### config.mk
export PLATFORM = sky130hd
export DESIGN_NAME = sia_front
export DESIGN_NICKNAME = d
export VERILOG_FILES = /design/src/rtl/sia_pkg.sv /design/src/rtl/sia_front.sv
export SDC_FILE = /design/constraint.sdc
export NUM_CORES = 1
export LEC_CHECK = 0
export BUFFER_PORTS_ARGS = -buffer_cell sky130_fd_sc_hd__buf_2
export CAP_MARGIN = 20
export CORE_MARGIN = 1
export CORE_UTILIZATION = 30
export CTS_CLUSTER_SIZE = 30
export DETAILED_ROUTE_END_ITERATION = 8
export PLACE_DENSITY = 0.53
export SYNTH_ARGS = -nofsm -noshare
export SYNTH_HDL_FRONTEND = slang
export SYNTH_SLANG_ARGS = --single-unit
export TNS_END_PERCENT = 30
### constraint.sdc
create_clock -name i_clk -period 1.6 [get_ports i_clk]
set_input_delay 0.16 -clock i_clk [delete_from_list [all_inputs] [get_ports i_clk]]
set_output_delay 0.16 -clock i_clk [all_outputs]
set_load 0.1 [all_outputs]
### src/rtl/sia_pkg.sv
`timescale 1ns / 1ps
package sia_pkg;

    localparam int NUM_SLOTS_DEF = 256;
    localparam int SLOT_W        = 8;
    localparam int GRANT_W       = 8;
    localparam int HW_W          = 9;
    localparam int LIMIT_W       = 9;
    localparam logic [LIMIT_W-1:0] LIMIT_RST = 9'd256;
    localparam int QUEUE_DEPTH   = 2;

    typedef enum logic {
        OP_ALLOC,
        OP_FREE
    } t_op;

    typedef enum logic [1:0] {
        STAT_OK,
        STAT_FULL,
        STAT_NOT_IN_USE
    } t_status;

    typedef struct packed {
        t_op               op;
        logic [SLOT_W-1:0] slot;
    } t_req;

    // head of the request queue as seen by the back end
    typedef struct packed {
        logic valid;
        t_req req;
    } t_qhead;

    typedef struct packed {
        logic [GRANT_W-1:0] granted;
        t_status            status;
        logic [HW_W-1:0]    high_water;
    } t_result;

endpackage

### src/rtl/sia_front.sv
`timescale 1ns / 1ps
module sia_front import sia_pkg::*; (
    input  logic              i_clk,
    input  logic              i_rst_n,
    input  logic              i_en,
    input  logic              i_s_tvalid,
    output logic              o_s_tready,
    input  logic [0:0]        i_s_tuser,   // [0] mode
    input  logic [SLOT_W-1:0] i_s_tdata,   // [7:0] slot
    output t_qhead            o_q,
    input  logic              i_pop
);

    localparam int QAW   = (QUEUE_DEPTH > 1) ? $clog2(QUEUE_DEPTH) : 1;
    localparam int CNT_W = $clog2(QUEUE_DEPTH + 1);
    localparam logic [QAW-1:0]   LAST_PTR = QAW'(QUEUE_DEPTH - 1);
    localparam logic [CNT_W-1:0] FULL_CNT = CNT_W'(QUEUE_DEPTH);

    t_req             r_q [QUEUE_DEPTH];
    logic [QAW-1:0]   r_wp, r_rp;
    logic [CNT_W-1:0] r_cnt;
    logic             push;
    t_req             req_in;

    assign o_s_tready = i_en && (r_cnt != FULL_CNT);
    assign push       = i_s_tvalid && o_s_tready;

    // classify the request kind
    always_comb begin
        req_in.op   = i_s_tuser[0] ? OP_FREE : OP_ALLOC;
        req_in.slot = i_s_tdata;
    end

    assign o_q.valid = (r_cnt != '0);
    assign o_q.req   = r_q[r_rp];

    always_ff @(posedge i_clk) begin
        if (push) begin
            r_q[r_wp] <= req_in;
        end
    end

    always_ff @(posedge i_clk) begin
        if (!i_rst_n) begin
            r_wp  <= '0;
            r_rp  <= '0;
            r_cnt <= '0;
        end else begin
            if (push) begin
                r_wp <= (r_wp == LAST_PTR) ? '0 : QAW'(r_wp + 1'b1);
            end
            if (i_pop) begin
                r_rp <= (r_rp == LAST_PTR) ? '0 : QAW'(r_rp + 1'b1);
            end
            r_cnt <= CNT_W'(r_cnt + CNT_W'(push) - CNT_W'(i_pop));
        end
    end

endmodule

==> Word level (Yosys, flattened, before mapping) <==
Memory sizes are Yosys's and may differ from the RTL's. A register that Yosys moved wholly into a read port is not among the register bits.
Cells that the tools add are included.
{ "classes": {"n_addsub": 4, "n_eq_ne": 1, "n_mux": 7, "reduce_logical": 3} }
{ "ops": {"columns": ["op", "n"], "rows": [
  ["1-bit 2-to-1 mux", 7],
  ["1-bit adder (second input constant)", 2],
  ["2-bit by 1-bit adder with 2-bit output", 1],
  ["1-bit logical AND", 2],
  ["2-bit != test (second input constant)", 1],
  ["2-bit nonzero test", 1],
  ["2-bit by 1-bit subtractor with 2-bit output", 1]
]} }
{ "word_totals": {"ff_bits": 4, "ram_bits": 18, "in_bits": 14, "memories": 1} }
{ "memory_table": {"columns": ["memory", "depth", "width", "read_ports", "rd_ports_with_merged_regs", "wr", "line_no", "source"], "rows": [
  ["r_q", 2, 9, 1, 1, 1, "sia_front.sv:19", "t_req r_q [QUEUE_DEPTH];"]
]} }

==> Longest topological paths before layout <==
{ "logic_depth": {"depth_word": 5, "mapped_depth": 8, "depth_no_buf": 8} }

==> Worst setup path after synthesis <==
Ideal clock, no wire load.
{ "synth_path": {"path_kind": "register to register", "start": "reg r_cnt[0]", "end": "reg r_cnt[1]", "setup_time_ps": 115, "arrival_ps": 1404, "required_time_ps": 1485, "path_slack_ps": 81, "stages_incl_launch_ff": 9, "path_buffers": 0, "period_less_slack_ps": 1519, "cell_sequence": "dfxtp_1 nand2b_1 nand3_2 ha_1 inv_1 ha_1 xnor2_1 xnor2_1 and2_1"} }
{ "synth_between": {"elab_chain_len": 5} }
{ "synth_rtl": {"columns": ["item", "line_no", "source"], "rows": [
  ["start: declaration", "sia_front.sv:21", "logic [CNT_W-1:0] r_cnt;"],
  ["start signal: assignment", "sia_front.sv:55", "r_cnt <= CNT_W'(r_cnt + CNT_W'(push) - CNT_W'(i_pop));"],
  ["2-bit != test", "sia_front.sv:25", "assign o_s_tready = i_en && (r_cnt != FULL_CNT);"],
  ["1-bit logical AND", "sia_front.sv:25", null],
  ["1-bit logical AND", "sia_front.sv:26", "assign push = i_s_tvalid && o_s_tready;"],
  ["2-bit by 1-bit adder with 2-bit output *", "sia_front.sv:55", null],
  ["2-bit by 1-bit subtractor with 2-bit output *", "sia_front.sv:55", null]
]} }
Mark *: on every way between the ends. The rest lies on a longest branch, timed or not.
A chain may end at the register's enable or synchronous reset.

==> Final worst setup path <==
Same ends and word-level chain as after synthesis.

==> results <==
- The via count of the first global-routing pass was 519.
- In the routed design, unresolved DRC markers number 0.
- The sequential cell area is 643.1 sq um.
- Setup repair after global routing could not meet its margin everywhere.
- The global-route wire length before repair is around 2.3 mm.
- The count of inserted antenna diode cells is 0.
- Across the run, the number of max-cap violations was 0.
- The first routing iteration left 9 violations.
- Summing all placed instances gives a cell area of 1087 sq um.
- The worst path arrival time is roughly 1.8 ns.
- The data required time at the worst endpoint is roughly 1.8 ns.
- The length in cells of the worst reg-to-reg path is 8.
- Using the TritonRoute via totals, the vias-per-cell ratio works out to 4.453.
- The largest net degree at the start of global routing is 14.
- Along the worst path, the maximum fanout reaches 2.
- The cell type contributing the most total cell area after synthesis is sky130_fd_sc_hd__edfxtp_1.
- The worst setup path is captured at a register.
- The worst clock skew on the final layout is between 0.01 and 0.015 ns.
- The mean area per synthesized cell is ~17 sq um.
- By area the synthesized netlist is led by sky130_fd_sc_hd__edfxtp_1 (61%), sky130_fd_sc_hd__mux2_1 (11%), sky130_fd_sc_hd__dfxtp_1 (11%).
- Counting distinct cell types in the post-synthesis netlist gives 17.
- Input and output buffers added on the ports amount to 24.
- The capture point of the worst reg-to-reg path is r_cnt[1]$_SDFF_PN0_.
- Setup violations remaining at the end of the flow were counted as 0.
- TritonCTS built the clock tree.
- The warning count from the yosys run is 0.
- In this run the remaining antenna-violating nets after routing total 0.
- The final count of pins violating max slew is 0.
- The number of endpoints with negative hold slack in the final report is 0.
- The weighted congestion at the end of routability-driven global placement is ~0.65.
- The relative max-transition margin is 67.92%.
- Before CTS, the worst setup slack after placement is ~0.024 ns.
- The area taken by multi-input logic gates is roughly 250 sq um.
- The critical path class is reg -> reg.
- Hold timing on the final database bottoms out at a slack of ~0.029 ns.
- The area fraction of the dominant cell type after synthesis is ~60%.
- The launch instance of the worst min-delay path is i_s_tdata[3].
- The standard cell core area is around 2800 sq um.
- The filler cell count is 264.
- The root buffer cell is sky130_fd_sc_hd__clkbuf_4.
- The final wirelength is 1.428 mm.
- The global route total overflow is 0.
- The instance count along the most critical hold path is 1.
- The beginning of the worst register-to-register path is r_cnt[0]$_SDFF_PN0_.
- The number of antenna violations at the first check in global routing is 0.
- Dividing the detail-routed wire length by the instance count gives approximately 12 um.
- Counting flops and latches in the post-synthesis netlist gives 23.
- The detailed-router iteration count before antenna repair is 3.
- Synthesis produced a netlist whose cell count is 52.
- No sink is reached through more buffers than the 2 on the longest clock path.
- The worst hold path terminates at r_q[1][3]$_DFFE_PP_.
- The post-synthesis net count is 68.
- The worst-case register-to-register setup slack is between 0.06 and 0.07 ns.
- The power density over the cells is roughly 1300 nW/um^2.
- The horizontal extent of the die is approximately 56 um.
- The class of the tightest hold or removal check is in -> reg.
- The share of final-layout standard cells stronger than drive strength 1 is between 40% and 50%.
- The die boundary height is approximately 56 um.
- The detailed router placed ~520 vias in this run.
- The later pin in the worst-skew pair is clocked with a latency of between 0.3 and 0.4 ns.
- The floorplan row count is 19.
- The actual transition at the worst max-transition pin is roughly 0.48 ns.
- IR analysis of the VDD net gives a maximum drop of roughly 0.00070 V.
- During I/O placement, the number of pins put on the boundary was 25.
- The wire-length estimate of the detail-placed layout is about 1.0 mm.
- The clock net in this run drives a total of 23 sinks.
- After layout, the worst setup slack is roughly 0.06 ns.
- For this configuration, the core starts out at a cell density of around a third.
- The final worst-path cycle share is 96.25%.
- The overall power is roughly 0.0015 W.
- The analysis attributes to cell leakage a power of 0.4914 nW.
- The clock-pin slew on the worst setup and hold paths is about 0.13 ns.
- Of the synthesized area, sequential elements account for roughly 70%.
- The combined area of all synthesized cells is ~890 sq um.
- The routed design could run at a clock period as short as roughly 1.5 ns.
- After routing the design area is between 1000 and 1500 sq um.
- Based on the critical path, the design can be clocked at up to ~650 MHz.
- The synthesis-to-finish area growth is 34.65%.
- The overall die area is about 3200 sq um.
- The global-route usage over all layers is roughly a tenth.
- The number of nets in the final layout is 103.
- The category of the worst setup path launch point is a register.
- The number of buffers created by CTS is 3.
- CTS built an H-tree with a depth of 1.
- The flow ran to the end, and the final reports show no timing, DRC or antenna violations.
## layout by cell type (no fill, tap or decap)
| master | count |
|---|---|
| sky130_fd_sc_hd__and2_1 | 4 |
| sky130_fd_sc_hd__and2_4 | 1 |
| sky130_fd_sc_hd__and3_1 | 1 |
| sky130_fd_sc_hd__buf_2 | 15 |
| sky130_fd_sc_hd__buf_4 | 7 |
| sky130_fd_sc_hd__buf_6 | 9 |
| sky130_fd_sc_hd__clkbuf_4 | 3 |
| sky130_fd_sc_hd__clkinv_2 | 1 |
| sky130_fd_sc_hd__dfxtp_1 | 3 |
| sky130_fd_sc_hd__dfxtp_2 | 2 |
| sky130_fd_sc_hd__edfxtp_1 | 18 |
| sky130_fd_sc_hd__ha_1 | 2 |
| sky130_fd_sc_hd__inv_1 | 1 |
| sky130_fd_sc_hd__mux2_1 | 9 |
| sky130_fd_sc_hd__mux2i_1 | 1 |
| sky130_fd_sc_hd__nand2_1 | 1 |
| sky130_fd_sc_hd__nand2b_1 | 1 |
| sky130_fd_sc_hd__nand2b_4 | 1 |
| sky130_fd_sc_hd__nand3_2 | 1 |
| sky130_fd_sc_hd__nor2_1 | 1 |
| sky130_fd_sc_hd__or2_1 | 1 |
| sky130_fd_sc_hd__xnor2_1 | 1 |
| sky130_fd_sc_hd__xnor2_2 | 1 |
| sky130_fd_sc_hd__xor2_1 | 1 |
## cells in the mapped netlist
library cell               count
sky130_fd_sc_hd__nand3_2       1
sky130_fd_sc_hd__edfxtp_1     18
sky130_fd_sc_hd__xnor2_1       2
sky130_fd_sc_hd__dfxtp_1       5
sky130_fd_sc_hd__mux2_1        9
sky130_fd_sc_hd__and2_1        4
sky130_fd_sc_hd__xor2_1        1
sky130_fd_sc_hd__buf_2         1
sky130_fd_sc_hd__and3_1        1
sky130_fd_sc_hd__or2_1         1
sky130_fd_sc_hd__inv_1         1
sky130_fd_sc_hd__nand2_1       1
sky130_fd_sc_hd__ha_1          2
sky130_fd_sc_hd__nand2b_1      2
sky130_fd_sc_hd__mux2i_1       1
sky130_fd_sc_hd__and2_4        1
sky130_fd_sc_hd__nor2_1        1
## power by group
| part | switching (W) | internal, W |
|---|---|---|
| Clock | 0.000167 | 0.0000932 |
| Combinational | 0.000372 | 0.000166 |
| Sequential | 0.0000243 | 0.000695 |
| Total | 0.000563 | 0.000954 |
## worst max-delay path by stage
stage	start	end	slack (ns)	cells past startpoint
after floorplan	r_cnt[0]$_SDFF_PN0_	r_cnt[1]$_SDFF_PN0_	0.08	8
after global placement	r_cnt[0]$_SDFF_PN0_	r_cnt[1]$_SDFF_PN0_	0.08	8
after detailed placement	r_cnt[0]$_SDFF_PN0_	r_cnt[1]$_SDFF_PN0_	0.02	8
after CTS	register	o_q[8]	0.01	3
after global routing	r_cnt[1]$_SDFF_PN0_	r_cnt[1]$_SDFF_PN0_	-0.05	8
final	r_cnt[0]$_SDFF_PN0_	r_cnt[1]$_SDFF_PN0_	0.06	8
## state kept, by name, summed over array words and instances, names as in the netlist, named ones only
register and cells:
r_rp 1, r_wp 1, r_q 18, r_cnt 2
## critical path: stages (launching register included)
cell	delay [ns]
sky130_fd_sc_hd__dfxtp_2	0.35
sky130_fd_sc_hd__nand2b_4	0.12
sky130_fd_sc_hd__nand3_2	0.08
sky130_fd_sc_hd__ha_1	0.27
sky130_fd_sc_hd__inv_1	0.04
sky130_fd_sc_hd__ha_1	0.20
sky130_fd_sc_hd__xnor2_2	0.14
sky130_fd_sc_hd__xnor2_1	0.12
sky130_fd_sc_hd__and2_1	0.15
## area by class of cell
type                    count  area share (%)
clock buffers               3           1.883
clock inverters             1          0.4184
inverters                   1          0.3138
multi-input cells          27           21.23
flip-flops and latches     23           53.77
well taps                  31           3.243
repair buffers             31           19.14
## cells by family after synthesis
| group | after synthesis | share of synthesized area [%] |
|---|---|---|
| fa+ha+maj | 2 | 2.816 |
| flops | 23 | 72.11 |
| buf+inv | 2 | 0.9850 |
| mux | 10 | 12.54 |
| xor+xnor | 3 | 2.958 |
| simple gates | 12 | 8.591 |
## through the flow
step / utilization (%) / std cells / setup TNS (ns)
global placement: 39.09 / 112 / 0
finish: 43.00 / 117 / 0
CTS: 40.89 / 116 / 0
floorplan: - / 52 / 0
detailed placement: 39.09 / 112 / 0
global route: 43.00 / 117 / -0.04680
## layer usage
| layer | vias to the layer above | share of wire [%] | GRT usage [%] |
|---|---|---|---|
| met1 | 246 | 42 | 10.52 |
| met2 | 16 | 51 | 16.84 |
| met5 | - | 0 | 0 |
| met4 | 0 | 0.70 | 2.091 |
| li1 | 257 | - | - |
| met3 | 2 | 6.3 | 4.608 |
## what timing repair did
item / in CTS / in global routing
hold buffers: 0 / 0
setup buffers: 0 / 1
endpoints found under the setup margin: 9 / 11
gates resized for setup: 9 / 13
(Power assumes the default switching activity.)
